--- src/rtl/obb_pkg.sv ---
package obb_pkg;

	localparam int COORD_BITS_DEF = 24;
	localparam int AXIS_BITS_DEF  = 18;
	localparam int EPS_BITS       = 16;
	localparam logic [EPS_BITS-1:0] EPS_RESET = 16'd7;
	localparam logic [3:0] NO_AXIS = 4'd15;

	localparam int ADDR_W = 3;
	localparam logic REG_EPSILON = 1'b0;

	typedef enum logic [2:0] {
		S_IDLE,
		S_TVEC,
		S_RMAT,
		S_AXA,
		S_AXB,
		S_CROSS,
		S_OUT
	} state_t;

	typedef enum logic [1:0] {
		X_REFAX,
		X_AH,
		X_BH,
		X_T
	} xsel_t;

	typedef enum logic [2:0] {
		Y_BX,
		Y_DIFF,
		Y_AR,
		Y_R,
		Y_ONE
	} ysel_t;

	typedef enum logic [1:0] {
		SH_NONE,
		SH_ONE,
		SH_TWO,
		SH_THREE
	} shift_t;

	typedef enum logic [1:0] {
		FIN_NONE,
		FIN_T,
		FIN_R,
		FIN_CMP
	} fin_t;

	typedef struct packed {
		logic       load_ref;
		logic       load_box;
		logic       mac;
		xsel_t      xs;
		logic [3:0] xi;
		ysel_t      ys;
		logic [3:0] yi;
		logic       neg;
		shift_t     sh;
		logic       to_rad;
		logic       clr;
		logic [1:0] part;
		fin_t       fin;
		logic [3:0] fi;
	} cmd_t;

endpackage

--- src/rtl/obb_ctrl.sv ---
module obb_ctrl (
	input  logic          clk,
	input  logic          arst_n,
	input  logic          s_tvalid,
	input  logic          is_ref,
	output logic          s_tready,
	output logic          m_tvalid,
	input  logic          m_tready,
	output logic [3:0]    axis_out,
	output obb_pkg::cmd_t cmd,
	input  logic          sep
);
	import obb_pkg::*;

	function automatic logic [3:0] idx9(logic [1:0] a, logic [1:0] b);
		return 4'({a, 1'b0}) + 4'(a) + 4'(b);
	endfunction

	function automatic logic [1:0] nx(logic [1:0] a);
		return (a == 2'd2) ? 2'd0 : a + 2'd1;
	endfunction

	function automatic logic [2:0] last_op(state_t s);
		case (s)
			S_TVEC:  return 3'd3;
			S_RMAT:  return 3'd3;
			S_AXA:   return 3'd5;
			S_AXB:   return 3'd7;
			S_CROSS: return 3'd6;
			default: return 3'd0;
		endcase
	endfunction

	state_t     state_q, state_d;
	logic [1:0] gi_q, gi_d, gj_q, gj_d;
	logic [2:0] op_q, op_d;
	logic [1:0] part_q, part_d;
	logic       m_valid_q, m_valid_d;
	logic [3:0] hit_q, hit_d;
	logic [3:0] out_q, out_d;
	logic [1:0] i1, i2, j1, j2, ka;

	assign i1 = nx(gi_q);
	assign i2 = nx(i1);
	assign j1 = nx(gj_q);
	assign j2 = nx(j1);
	assign ka = 2'(op_q - 3'd2);

	always_ff @(posedge clk or negedge arst_n) begin
		if (!arst_n) begin
			state_q   <= S_IDLE;
			gi_q      <= '0;
			gj_q      <= '0;
			op_q      <= '0;
			part_q    <= '0;
			m_valid_q <= 1'b0;
			hit_q     <= NO_AXIS;
			out_q     <= NO_AXIS;
		end else begin
			state_q   <= state_d;
			gi_q      <= gi_d;
			gj_q      <= gj_d;
			op_q      <= op_d;
			part_q    <= part_d;
			m_valid_q <= m_valid_d;
			hit_q     <= hit_d;
			out_q     <= out_d;
		end
	end

	always_comb begin
		state_d   = state_q;
		gi_d      = gi_q;
		gj_d      = gj_q;
		op_d      = op_q;
		part_d    = part_q;
		m_valid_d = m_valid_q;
		hit_d     = hit_q;
		out_d     = out_q;
		cmd       = '0;
		cmd.part  = part_q;
		s_tready  = (state_q == S_IDLE);

		// operand selection
		case (state_q)
			S_TVEC: begin
				cmd.xs  = X_REFAX;
				cmd.xi  = idx9(gi_q, op_q[1:0]);
				cmd.ys  = Y_DIFF;
				cmd.yi  = 4'(op_q[1:0]);
				cmd.clr = (op_q == 3'd0);
			end
			S_RMAT: begin
				cmd.xs  = X_REFAX;
				cmd.xi  = idx9(gi_q, op_q[1:0]);
				cmd.ys  = Y_BX;
				cmd.yi  = idx9(gj_q, op_q[1:0]);
				cmd.clr = (op_q == 3'd0);
			end
			S_AXA: begin
				case (op_q)
					3'd0: begin
						cmd.xs  = X_T;
						cmd.xi  = 4'(gi_q);
						cmd.ys  = Y_ONE;
						cmd.sh  = SH_ONE;
						cmd.clr = 1'b1;
					end
					3'd1: begin
						cmd.xs     = X_AH;
						cmd.xi     = 4'(gi_q);
						cmd.ys     = Y_ONE;
						cmd.sh     = SH_TWO;
						cmd.to_rad = 1'b1;
						cmd.clr    = 1'b1;
					end
					default: begin
						cmd.xs     = X_BH;
						cmd.xi     = 4'(ka);
						cmd.ys     = Y_AR;
						cmd.yi     = idx9(gi_q, ka);
						cmd.to_rad = 1'b1;
					end
				endcase
			end
			S_AXB: begin
				if (op_q == 3'd6) begin
					cmd.xs     = X_BH;
					cmd.xi     = 4'(gj_q);
					cmd.ys     = Y_ONE;
					cmd.sh     = SH_THREE;
					cmd.to_rad = 1'b1;
				end else if (!op_q[0]) begin
					cmd.xs     = X_AH;
					cmd.xi     = 4'(op_q[2:1]);
					cmd.ys     = Y_AR;
					cmd.yi     = idx9(op_q[2:1], gj_q);
					cmd.sh     = SH_ONE;
					cmd.to_rad = 1'b1;
					cmd.clr    = (op_q == 3'd0);
				end else begin
					cmd.xs  = X_T;
					cmd.xi  = 4'(op_q[2:1]);
					cmd.ys  = Y_R;
					cmd.yi  = idx9(op_q[2:1], gj_q);
					cmd.clr = (op_q == 3'd1);
				end
			end
			S_CROSS: begin
				cmd.to_rad = 1'b1;
				cmd.sh     = SH_ONE;
				cmd.ys     = Y_AR;
				case (op_q)
					3'd0: begin
						cmd.xs  = X_AH;
						cmd.xi  = 4'(i1);
						cmd.yi  = idx9(i2, gj_q);
						cmd.clr = 1'b1;
					end
					3'd1: begin
						cmd.xs = X_AH;
						cmd.xi = 4'(i2);
						cmd.yi = idx9(i1, gj_q);
					end
					3'd2: begin
						cmd.xs = X_BH;
						cmd.xi = 4'(j1);
						cmd.yi = idx9(gi_q, j2);
					end
					3'd3: begin
						cmd.xs = X_BH;
						cmd.xi = 4'(j2);
						cmd.yi = idx9(gi_q, j1);
					end
					3'd4: begin
						cmd.xs     = X_T;
						cmd.xi     = 4'(i2);
						cmd.ys     = Y_R;
						cmd.yi     = idx9(i1, gj_q);
						cmd.sh     = SH_NONE;
						cmd.to_rad = 1'b0;
						cmd.clr    = 1'b1;
					end
					default: begin
						cmd.xs     = X_T;
						cmd.xi     = 4'(i1);
						cmd.ys     = Y_R;
						cmd.yi     = idx9(i2, gj_q);
						cmd.sh     = SH_NONE;
						cmd.to_rad = 1'b0;
						cmd.neg    = 1'b1;
					end
				endcase
			end
			default: ;
		endcase

		if (m_valid_q && m_tready)
			m_valid_d = 1'b0;

		// sequencing
		case (state_q)
			S_IDLE: begin
				if (s_tvalid) begin
					if (is_ref) begin
						cmd.load_ref = 1'b1;
					end else begin
						cmd.load_box = 1'b1;
						state_d = S_TVEC;
						gi_d    = '0;
						gj_d    = '0;
						op_d    = '0;
						part_d  = '0;
					end
				end
			end
			S_OUT: begin
				if (!m_valid_q || m_tready) begin
					m_valid_d = 1'b1;
					out_d     = hit_q;
					state_d   = S_IDLE;
				end
			end
			default: begin
				if (op_q != last_op(state_q)) begin
					cmd.mac = 1'b1;
					part_d  = part_q + 2'd1;
					if (part_q == 2'd3)
						op_d = op_q + 3'd1;
				end else begin
					op_d   = '0;
					part_d = '0;
					case (state_q)
						S_TVEC: begin
							cmd.fin = FIN_T;
							cmd.fi  = 4'(gi_q);
							if (gi_q == 2'd2) begin
								state_d = S_RMAT;
								gi_d    = '0;
								gj_d    = '0;
							end else begin
								gi_d = gi_q + 2'd1;
							end
						end
						S_RMAT: begin
							cmd.fin = FIN_R;
							cmd.fi  = idx9(gi_q, gj_q);
							if (gj_q == 2'd2) begin
								gj_d = '0;
								if (gi_q == 2'd2) begin
									state_d = S_AXA;
									gi_d    = '0;
								end else begin
									gi_d = gi_q + 2'd1;
								end
							end else begin
								gj_d = gj_q + 2'd1;
							end
						end
						S_AXA: begin
							cmd.fin = FIN_CMP;
							if (sep) begin
								hit_d   = 4'(gi_q);
								state_d = S_OUT;
							end else if (gi_q == 2'd2) begin
								state_d = S_AXB;
								gi_d    = '0;
								gj_d    = '0;
							end else begin
								gi_d = gi_q + 2'd1;
							end
						end
						S_AXB: begin
							cmd.fin = FIN_CMP;
							if (sep) begin
								hit_d   = 4'd3 + 4'(gj_q);
								state_d = S_OUT;
							end else if (gj_q == 2'd2) begin
								state_d = S_CROSS;
								gi_d    = '0;
								gj_d    = '0;
							end else begin
								gj_d = gj_q + 2'd1;
							end
						end
						S_CROSS: begin
							cmd.fin = FIN_CMP;
							if (sep) begin
								hit_d   = 4'd6 + idx9(gi_q, gj_q);
								state_d = S_OUT;
							end else if (gj_q == 2'd2) begin
								gj_d = '0;
								if (gi_q == 2'd2) begin
									hit_d   = NO_AXIS;
									state_d = S_OUT;
								end else begin
									gi_d = gi_q + 2'd1;
								end
							end else begin
								gj_d = gj_q + 2'd1;
							end
						end
						default: ;
					endcase
				end
			end
		endcase
	end

	assign m_tvalid = m_valid_q;
	assign axis_out = out_q;

endmodule

--- config.mk ---
export PLATFORM = sky130hd
export DESIGN_NAME = obb_ctrl
export DESIGN_NICKNAME = d
export VERILOG_FILES = /design/src/rtl/obb_pkg.sv /design/src/rtl/obb_ctrl.sv
export SDC_FILE = /design/constraint.sdc
export NUM_CORES = 1
export LEC_CHECK = 0
export ABC_AREA = 1
export ABC_CLOCK_PERIOD_IN_PS = 8050
export BUFFER_PORTS_ARGS = -buffer_cell sky130_fd_sc_hd__buf_2
export CORE_ASPECT_RATIO = 0.7
export CORE_MARGIN = 5
export CORE_UTILIZATION = 48
export CTS_CLUSTER_SIZE = 20
export DETAILED_ROUTE_END_ITERATION = 8
export PLACE_DENSITY = 0.75
export SYNTH_ARGS = -nofsm -noshare
export SYNTH_HDL_FRONTEND = slang
export SYNTH_SLANG_ARGS = --single-unit
--- constraint.sdc ---
create_clock -name clk -period 8.05 [get_ports clk]
set_input_delay 0.805 -clock clk [delete_from_list [all_inputs] [get_ports clk]]
set_output_delay 0.805 -clock clk [all_outputs]
set_load 0.005 [all_outputs]
# After elaboration in Yosys (flattened, before gate mapping)
# Cells that the tools add are included.
[word_totals]
register_bits = 21
input_bits = 6
out_inout_bits = 35
wordCells = 189
[op_classes]
add_sub_neg = 23
n_eq_ne = 42
mux = 88
bitwise_logic = 3
n_reduce_logical = 25
[ops]
columns = ["operator", "n"]
rows = [
  ["$pmux 13 s5", 1],
  ["$mux 3", 20],
  ["$mux 2", 23],
  ["$add 4x2->4", 9],
  ["$ne 3x3->1 const B", 10],
  ["$pmux 6 s5", 1],
  ["$mux 4", 7],
  ["$pmux 4 s3", 2],
  ["$reduce_and 12->1", 2],
  ["$add 3x2->4", 5],
  ["$pmux 9 s2", 1],
  ["$pmux 2 s2", 4],
  ["$eq 3x3->1 const B", 5],
  ["$mux 1", 15],
  ["$pmux 3 s5", 1],
  ["$reduce_and 7->1", 2],
  ["$mux 13", 1],
  ["$eq 3x2->1 const B", 4],
  ["$mux 6", 2],
  ["$ne 2x2->1 const B", 6],
  ["$ne 4x4->1 const B", 3],
  ["$pmux 3 s2", 2],
  ["$pmux 3 s4", 1],
  ["$reduce_or 2->1", 6],
  ["33 further kinds", 48],
]

# Logic depth before layout (Yosys ltp)
# Gate-level depths: netlist of the first run.
[logic_depth]
depth_word = 8
depth_mapped = 13
mapped_depth_nobuf = 13

# Worst setup path before layout of the first run
# OpenSTA, ideal clock, no wires.
[synth_path]
path_type = "register to output"
from = "reg gi_q[0]"
to = "out cmd[15] (netlist bit)"
arrival_ps = 2403
required_ps = 7245
slack_ps = 4842
stages_incl_launch_ff = 11
n_path_buf = 0
cell_sequence = "dfrtp_1 > inv_1 > ha_1 > nor2_1 > fa_1 > ha_1 > inv_1 > fa_1 > nor2_1 > o21ai_0 > nand2_1"
[synth_rtl]
columns = ["item", "line", "text"]
rows = [
  ["from (decl)", "obb_ctrl.sv:35", "logic [1:0] gi_q, gi_d, gj_q, gj_d;"],
  ["from (signal assigned)", "obb_ctrl.sv:61", "gi_q <= gi_d;"],
  ["to (decl)", "obb_ctrl.sv:10", "output obb_pkg::cmd_t cmd,"],
]

==> impl_metrics.yaml, run 1 <==
route:
  ant_nets: 0
  drt_iter0_drc: 174
  via_count: 2821
  drc: 0
  wl_per_cell_um: 15.4
  drt_first_pass_iters: 5
  vias_per_cell: 5.61
  routed_wl_mm: 7.76
status:
  status: "finished clean"
placement:
  hpwl_mm: 6.17
  gp_congestion: 0.964
  io_buffer_count: 40
  place_area_mm2: 0.00304
  placedCellCount: 499
floorplan:
  core_mm2: 0.00570
  initial_utilization_pct: 49.0
  design.die.area_mm2: 0.00747
  die_h_um: 73.8
  fp.dieW_um: 101
  num_rows: 23
  io_pins: 41
cts:
  cts.clk_slew.worst_paths_ns: 0.08
  post-cts-setup-buffer-count: 0
  cts_hold_buf: 0
  cts_tree: "done"
  root_buffer: "clkbuf_8"
  numClockSinks: 21
  clock_path_buffers: 2
  clock_latency_ns: 0.27
  cts_resized: 0
  cts_made_buffers: 3
  cts-htree-levels: 1
layout:
  stdcell_count: 503
  area_growth_pct: 10.6
  antennaDiodeCount: 0
  nets: 478
  final_area_mm2: 0.00309
  drive_gt1_share_pct: 19.2
grt:
  antenna_found_initial: 0
  grt-ovfl-total: 0
  grt_first_pass_wirelength_mm: 12.8
  grt_pass1_vias: 2670
  track_usage_pct: 21.4
  grt_max_degree: 22
synthesis:
  synth-seq-cells: 21
  synth_edf_count: 0
  syn_avg_cell_area_um2: 7.14
  synthArstFlopShare_pct: 100
  synth_nets: 440
  synth_flop_cell: "dfrtp_1"
  synth_area_mm2: 0.00279
  yosys.cell_types.count: 40
  ys_seq_area_share_pct: 19.2
  yosys_warnings: 0
  syn_inst: 391
worst_setup_path:
  path_delay_family: "adder cells"
  worstSetupStartpointType: "flop"
  crit_chain: "inv_1 -> ha_1 -> nor2_1 -> fa_1 -> ha_1 -> inv_1 -> fa_1 -> nor2_1 -> o21ai_0 -> nand2_1 -> buf_2"
  critPathArrivalTime_ns: 3.10
  crit_buf_inv: 3
  critPathMaxFanout: 9
  worstPathRequired_ns: 7.24
  crit_type: "flop to output port"
  crit_slowest_cell: "dfrtp_1"
  max_stage_delay_ns: 0.54
  setup.worst_path.end_class: "output port"
timing:
  fin_hold_ws_ns: 0.480
  fin_crit_ns: 3.90
  fin_worst_skew_ns: 0.00222
  fin_crit_sh_pct: 48.5
  slew_viol_final: 0
  fmax_ghz: 0.256
  rsz0062_at_grt: "no"
  worstMarginPinSlew_ns: 0.561
  hold_violations: 0
  setup_viol_count_final: 0
  slew_headroom_pct: 62.2
  tns_ns: 0
job:
  cap_violations: 0
pwr:
  irDropWorstVdd_v: 0.000134
  p_total_mw: 1.04
  p_leak_nw: 1.64
  power.density_mw_per_mm2: 336
hold_path:
  hold_class: "input port to asynchronous set/reset pin"
==> cell type report <==
cell class              instances  area (um2)
fillers                       570        2610
multi-input cells             304        1990
flip-flops and latches         21         536
inverters                      59         221
repair buffers                 40         200
well taps                      75        93.8
clock buffers                   3        41.3
clock inverters                 1        5.00
==> synth_stat cells, drive strengths merged (2+ instances only) <==
| cell | number | share of area (%) |
|---|---|---|
| inv | 58 | 7.8 |
| fa | 12 | 8.6 |
| nor2 | 31 | 4.9 |
| buf | 6 | 1.5 |
| mux2 | 4 | 1.6 |
| a22oi | 2 | 0.54 |
| o22ai | 6 | 1.3 |
| nand4 | 10 | 2.2 |
| dfstp | 8 | 7.5 |
| a31oi | 3 | 0.67 |
| o2111ai | 2 | 0.63 |
| a21oi | 15 | 2.7 |
| ha | 31 | 14 |
| o21ai | 33 | 7.0 |
| a221oi | 2 | 0.63 |
| xor2 | 3 | 0.94 |
| nor3 | 7 | 1.4 |
| dfrtp | 13 | 12 |
| xnor2 | 3 | 0.94 |
| nand3 | 25 | 5.5 |
| o211ai | 2 | 0.54 |
| nand2 | 108 | 16 |
| o221ai | 3 | 0.94 |
==> cells by family after synthesis <==
family          synth area share (%)
compound gates                  15.3
mux                             1.61
xor+xnor                        1.88
buf+inv                         9.54
flops                           19.2
simple gates                    30.0
fa+ha+maj                       22.5
==> layout by cell type (no fill, tap or decap), types with 4 or more instances in the layout <==
master	count
a21oi_1	15
buf_2	40
dfrtp_1	13
dfstp_2	8
fa_1	12
ha_1	31
inv_1	56
mux2_2	4
nand2_1	99
nand2_2	7
nand3_1	21
nand4_1	10
nor2_1	28
nor3_1	6
o21ai_0	24
o21ai_2	5
o22ai_1	6
==> worst register-to-register path, stage by stage (launching register included) <==
cell and delay, ns:
dfrtp_1 0.54, inv_1 0.19, ha_1 0.49, inv_1 0.19
fa_1 0.44, xor2_1 0.19, ha_1 0.24, xnor2_1 0.14
o21ai_0 0.11, o21ai_2 0.16
==> metal layers <==
metal	GRT usage [%]	vias up	part of all wire [%]
li1	-	1373	-
met1	31.5	1329	48
met2	32.7	109	43
met3	3.80	10	7.2
met4	5.01	0	1.3
met5	0	-	0
==> final timing paths <==
| path | startpoint | endpoint | slack (ns) | cells after the start |
|---|---|---|---|---|
| max in group asynchronous | arst_n | hit_q[1]$_DFFE_PN1P_ | 7.22 | 1 |
| min in group clk | hit_q[2]$_DFFE_PN1P_ | hit_q[2]$_DFFE_PN1P_ | 0.48 | 2 |
| worst max register to register | gi_q[0]$_DFFE_PN0P_ | hit_q[3]$_DFFE_PN1P_ | 5.30 | 9 |
| worst max-delay path | gi_q[0]$_DFFE_PN0P_ | cmd[15] | 4.15 | 11 |
| worst min register to register | hit_q[2]$_DFFE_PN1P_ | hit_q[2]$_DFFE_PN1P_ | 0.48 | 2 |
| worst min-delay path | arst_n | op_q[1]$_DFFE_PN0P_ | 0.48 | 1 |
==> report_power, final <==
part / internal, mW / total, mW / switching [mW]
Combinational: 0.283 / 0.771 / 0.488
Clock: 0.0346 / 0.0726 / 0.0380
Sequential: 0.141 / 0.195 / 0.0538
Total: 0.459 / 1.04 / 0.579
==> stage by stage <==
step	setup WS [ns]	util [%]
3_3_place_gp	4.57	53.4
4_1_cts	4.18	54.2
3_5_place_dp	4.49	53.4
6_report	4.15	54.2
5_1_grt	3.95	54.2
2_1_floorplan	4.84	-
==> flip-flops by register name (all words and copies together), names as in the netlist <==
signal,cells
axis_out,4
hit_q,4
op_q,3
state_q,3
gi_q,2
gj_q,2
part_q,2
m_tvalid,1
Power figures use the tool's default switching activity.
==> inputs of run 2 (changes only) <==
- ABC_AREA: 1 -> 0
- ABC_CLOCK_PERIOD_IN_PS: 8050 -> 3400
- PLACE_DENSITY: 0.75 -> 0.77
- clock period: 8.05 -> 3.4 ns (I/O delays scaled with it)
==> run 2 against run 1 <==
  * Sequential share of layout area fell by 0.60 points
  * Synthesized cell count fell by 8.2%
  * Non-clock buffer count rose by 10
  * Clock power rose by 130%
  * Die area rose by 3.9%
  * Cell area rose by 4.1%
  * Utilization rose by 1.1 points
  * Critical path depth did not move
  * Global-route usage rose by 0.47 points
  * Synthesized area rose by 4.4%
  * First-iteration DRC count rose to 2.8 times the previous value
  * Combinational power fell by 98%
  * Highest routed layer unchanged
==> impl_metrics.yaml, run 2 <==
cts:
  cts_tree: "done"
  cts-htree-levels: 1
  root_buffer: "clkbuf_8"
  cts.clk_slew.worst_paths_ns: 0.08
  clock_latency_ns: 0.27
  numClockSinks: 21
  clock_path_buffers: 2
  cts_made_buffers: 3
  post-cts-setup-buffer-count: 0
timing:
  slew_headroom_pct: 54.2
  fin_hold_ws_ns: 0.0248
  fin_worst_skew_ns: 0.00738
  fmax_ghz: 0.305
  fin_crit_ns: 3.28
  hold_violations: 0
  worstMarginPinSlew_ns: 0.680
  slew_viol_final: 0
  fin_crit_sh_pct: 96.5
  setup_viol_count_final: 0
worst_setup_path:
  rrSetupSlack_ns: 0.76
  critPathMaxFanout: 8
  reg2regPathDepth: 9
  critPathCapture: "cmd[15]"
  worstPathRequired_ns: 3.06
  critPathArrivalTime_ns: 2.94
  r2r-end: "hit_q[3]$_DFFE_PN1P_"
  reg2reg_from: "gi_q[0]$_DFFE_PN0P_"
  setup.worst_path.end_class: "output port"
  cp-startpoint: "gi_q[0]$_DFFE_PN0P_"
  worstSetupStartpointType: "flop"
  crit_type: "flop to output port"
floorplan:
  fp.dieW_um: 103
  io_pins: 41
  core_mm2: 0.00581
  design.die.area_mm2: 0.00776
  initial_utilization_pct: 50.2
  num_rows: 23
  die_h_um: 75.2
synthesis:
  synth_nets: 408
  synth_top_area_share_pct: 13.3
  synth_common_cells: "nand2_1, ha_1, nor2_1, o21ai_0, inv_1"
  synthTopCellsByArea: "ha_1, dfrtp_1, fa_1, dfstp_2, nand2_1"
  yosys_warnings: 0
  synth_adder_area_share_pct: 21.5
  synth_flop_cell: "dfrtp_1"
  yosys.cell_types.count: 61
  synth_edf_count: 0
  ys_seq_area_share_pct: 18.4
  synth_simple_gate_area_share_pct: 19.1
  synth_top_area_cell: "ha_1"
  syn_inst: 359
  synth_mux_area_share_pct: 5.19
  synth_compound_area_share_pct: 25.1
  synth_top_family_by_area: "compound AO/OA/AOI/OAI gates"
  synth-seq-cells: 21
  yosysMostFrequentCell: "nand2_1"
  synthArstFlopShare_pct: 100
  syn_avg_cell_area_um2: 8.12
  synth_xor_area_share_pct: 3.00
  synth_area_mm2: 0.00292
layout:
  num-fill-cells: 546
  drive_gt1_share_pct: 21.9
  ff_latch_area_um2: 538
  multiInputGateArea_mm2: 0.00216
  nets: 439
  antennaDiodeCount: 0
  area_growth_pct: 10.2
  layout_commonest_cell: "buf_2"
  mostFrequentLayoutCells: "buf_2, nand2_1, ha_1, nor2_1, o21ai_0"
grt:
  grt_first_pass_wirelength_mm: 13.4
  grt_max_degree: 26
  grt_pass1_vias: 2610
  track_usage_pct: 21.9
  antenna_found_initial: 0
  grt-ovfl-total: 0
placement:
  hpwl_mm: 6.34
  gp_congestion: 0.983
  io_buffer_count: 40
job:
  cap_violations: 0
status:
  status: "finished clean"
route:
  drt_iter0_drc: 482
  drt_first_pass_iters: 5
  via_count: 2880
  drc: 0
  vias_per_cell: 6.21
  wl_per_cell_um: 17.4
  ant_nets: 0
  routed_wl_mm: 8.05
pwr:
  p_total_mw: 0.432
  p_leak_nw: 1.44
  irDropWorstVdd_v: 0.000134
  power.density_mw_per_mm2: 135
hold_path:
  hold_class: "input port to asynchronous set/reset pin"
-- run 2: layout make-up --
cell class              instances  area share, %
repair buffers                 50           8.57
well taps                      75           2.92
clock buffers                   3           1.29
inverters                      26           3.04
clock inverters                 1          0.156
multi-input cells             288           67.3
flip-flops and latches         21           16.7
-- run 2: kinds of logic (layout without fill, tap and decap cells) --
logic type	after synthesis	count (layout)
adder cells (fa/ha/maj)	43	43
multiplexers	14	14
buffers and inverters	50	80
AO/OA/AOI/OAI	109	109
flip-flops	21	21
XOR/XNOR	10	10
AND/OR/NAND/NOR	112	112
-- run 2: routing by layer --
metal,part of all wire [%],vias to the layer above,track usage [%],wire (um)
met3,8.6,6,2.87,691
met2,43,136,31.8,3430
met5,0,-,0,0
li1,-,1348,-,-
met4,0.41,0,2.16,33
met1,48,1390,35.4,3890
-- run 2: metrics by stage --
stage	utilization (%)	TNS, ns	setup WS [ns]	instance area [um2]	std cells
global placement	54.3	0	0.334	3160	460
global route	55.3	-0.000774	-0.000774	3210	464
floorplan	-	0	0.520	2920	359
CTS	55.2	0	0.00505	3210	464
detailed placement	54.3	0	0.195	3160	460
finish	55.3	0	0.117	3210	464
-- run 2: how the worst min path moves through the flow --
stage	startpoint	to	slack, ns	cells past startpoint
2_1_floorplan	arst_n	gi_q[0]$_DFFE_PN0P_	0.04	0
3_3_place_gp	arst_n	op_q[1]$_DFFE_PN0P_	0.32	1
3_5_place_dp	arst_n	op_q[2]$_DFFE_PN0P_	0.34	1
4_1_cts	arst_n	gi_q[1]$_DFFE_PN0P_	0.05	1
5_1_grt	arst_n	m_tvalid$_DFF_PN0_	0.07	1
6_report	arst_n	op_q[2]$_DFFE_PN0P_	0.02	1
-- run 2: worst max-delay path, stage by stage, from the launching register on --
cell,delay (ns)
dfrtp_2,0.48
inv_1,0.19
ha_2,0.32
nor2_2,0.08
fa_1,0.44
ha_1,0.20
inv_1,0.06
fa_1,0.40
o22ai_1,0.18
nor2_1,0.05
o21ai_0,0.14
buf_2,0.14
-- run 2: timing repair --
action / CTS / global route
hold endpoints to repair: 0 / 0
pin swaps: 0 / 0
resized for setup: 1 / 3
setup endpoints to repair: 1 / 3
hold buffers: 0 / 0
-- run 2: power breakdown --
part | total, mW | switching, mW | internal (mW)
sequential | 0.250 | 0.0000000000000000215 | 0.250
combinational | 0.0122 | 0.00882 | 0.00335
clock | 0.170 | 0.0882 | 0.0818
total | 0.432 | 0.0970 | 0.335
==> inputs of run 3 (changes only) <==
- BUFFER_PORTS_ARGS: -buffer_cell sky130_fd_sc_hd__buf_2 -> unset
- CAP_MARGIN: unset -> 20
- DONT_BUFFER_PORTS: unset -> 1
- PLACE_DENSITY: 0.77 -> 0.71
==> run 3 against run 2 <==
  * Routed wire length down 1.1%
  * Critical endpoint unchanged
  * Critical path type unchanged
  * Via count down 6.7%
  * Largest cell class unchanged
  * Utilization down 2.8 points
==> impl_metrics.yaml, run 3 (synthesized netlist as in run 2, its figures left out) <==
status:
  status: "finished clean"
timing:
  rsz0062_at_grt: "no"
  layout_setup_ws_ns: 0.206
  setup_viol_count_final: 0
  slew_viol_final: 0
  fin_worst_skew_ns: 0.00725
  worstMarginPinSlew_ns: 0.764
  slew_headroom_pct: 48.5
  fin_crit_sh_pct: 93.9
  tns_ns: 0
  hold_violations: 0
  fin_crit_ns: 3.19
  fmax_ghz: 0.313
layout:
  stdcell_count: 426
  mostFrequentLayoutCells: "nand2_1, ha_1, nor2_1, o21ai_0, inv_1"
  area_growth_pct: 4.68
  final_util_pct: 52.5
  layout_commonest_cell: "nand2_1"
  nets: 401
  final_area_mm2: 0.00305
  antennaDiodeCount: 0
  drive_gt1_share_pct: 13.1
floorplan:
  initial_utilization_pct: 50.2
  die_h_um: 75.2
  design.die.area_mm2: 0.00776
  io_pins: 41
  core_mm2: 0.00581
  fp.dieW_um: 103
  num_rows: 23
pwr:
  irDropWorstVdd_v: 0.000160
  p_leak_nw: 1.26
  power.density_mw_per_mm2: 141
route:
  ant_nets: 0
  routed_wl_mm: 7.96
  drc: 0
  route.met2.wl_mm: 3.24
  wl_per_cell_um: 18.7
  via_count: 2686
  vias_per_cell: 6.31
  drt_iter0_drc: 343
  wl_met3_um: 857
  drt_first_pass_iters: 5
  dr.max_layer_used: "met4"
  met1_length_mm: 3.78
placement:
  hpwl_mm: 6.23
  place_area_mm2: 0.00296
  gp_congestion: 0.920
  io_buffer_count: 0
  placedCellCount: 420
  dp_slack_ns: 0.269
grt:
  grt_pass1_vias: 2420
  track_usage_pct: 21.2
  grt-ovfl-total: 0
  grt_max_degree: 26
  grt_first_pass_wirelength_mm: 12.8
  antenna_found_initial: 0
worst_setup_path:
  crit_slowest_cell: "dfrtp_2"
  path_delay_family: "adder cells"
  worstPathRequired_ns: 3.06
  crit_chain: "inv_1 -> ha_2 -> nor2_2 -> fa_1 -> ha_1 -> inv_1 -> fa_1 -> o22ai_1 -> nor2_1 -> o21ai_0"
  crit_type: "flop to output port"
  crit_buf_inv: 2
  worstSetupStartpointType: "flop"
  setup.worst_path.end_class: "output port"
  max_stage_delay_ns: 0.47
  critPathMaxFanout: 8
  critPathArrivalTime_ns: 2.85
job:
  cap_violations: 0
cts:
  root_buffer: "clkbuf_8"
  cts-htree-levels: 1
  cts_made_buffers: 3
  numClockSinks: 21
  clock_latency_ns: 0.27
  post-cts-setup-buffer-count: 0
  clock_path_buffers: 2
  cts.clk_slew.worst_paths_ns: 0.08
  cts_tree: "done"
hold_path:
  hold_class: "input port to flop"
## run 3: per-stage QoR
stage / power (mW) / hold slack (ns)
detailed placement: 0.257 / 0.0449
floorplan: 0.258 / 0.0444
global route: 0.448 / 0.304
global placement: 0.257 / 0.0449
CTS: 0.434 / 0.284
finish: 0.430 / 0.288
## run 3: tightest hold or removal path, stage by stage
cell and delay, ns:
o21ai_0 0.05, nand2_1 0.06, mux2i_1 0.06
## run 3: area by class of cell
cell class                 instances  area [um2]
clock buffer                       3        41.3
clock inverter                     1        7.51
fill                             557        2760
inverter                          26        97.6
multi-input combinational        288        2160
sequential                        21         538
tap                               75        93.8
timing repair buffer              12         113
## run 3: final timing paths
path                                       start  depth (start not counted)  slack [ns]                      end
min in group asynchronous                 arst_n                          1        0.44      op_q[1]$_DFFE_PN0P_
max in group asynchronous                 arst_n                          2        2.46  axis_out[2]$_DFFE_PN1P_
max reg2reg                  gi_q[0]$_DFFE_PN0P_                          9        0.79     hit_q[2]$_DFFE_PN1P_
min reg2reg                part_q[0]$_DFFE_PN0P_                          1        0.54    part_q[0]$_DFFE_PN0P_
min                                          sep                          3        0.29   state_q[0]$_DFFE_PN0P_
max                          gi_q[0]$_DFFE_PN0P_                         10        0.21                  cmd[15]
## run 3: repair_timing
| action | 4_1_cts | 5_1_grt |
|---|---|---|
| pin swaps | 0 | 0 |
| hold buffers | 1 | 0 |
| endpoints found under the setup margin | 1 | 1 |
| hold endpoints to repair | 21 | 0 |
| resized for setup | 1 | 3 |
## run 3: per-layer routing
metal / up-vias / global-route usage (%)
li1: 1277 / -
met1: 1275 / 31.9
met2: 126 / 29.6
met3: 8 / 7.22
met4: 0 / 3.02
met5: - / 0
## run 3: power breakdown
| group | internal [mW] | leakage [nW] | switching [mW] | total [mW] |
|---|---|---|---|---|
| clock network | 0.0828 | 0.0217 | 0.0846 | 0.167 |
| registers | 0.250 | 0.242 | 0.0000000000000000385 | 0.250 |
| logic | 0.00536 | 0.996 | 0.00726 | 0.0126 |
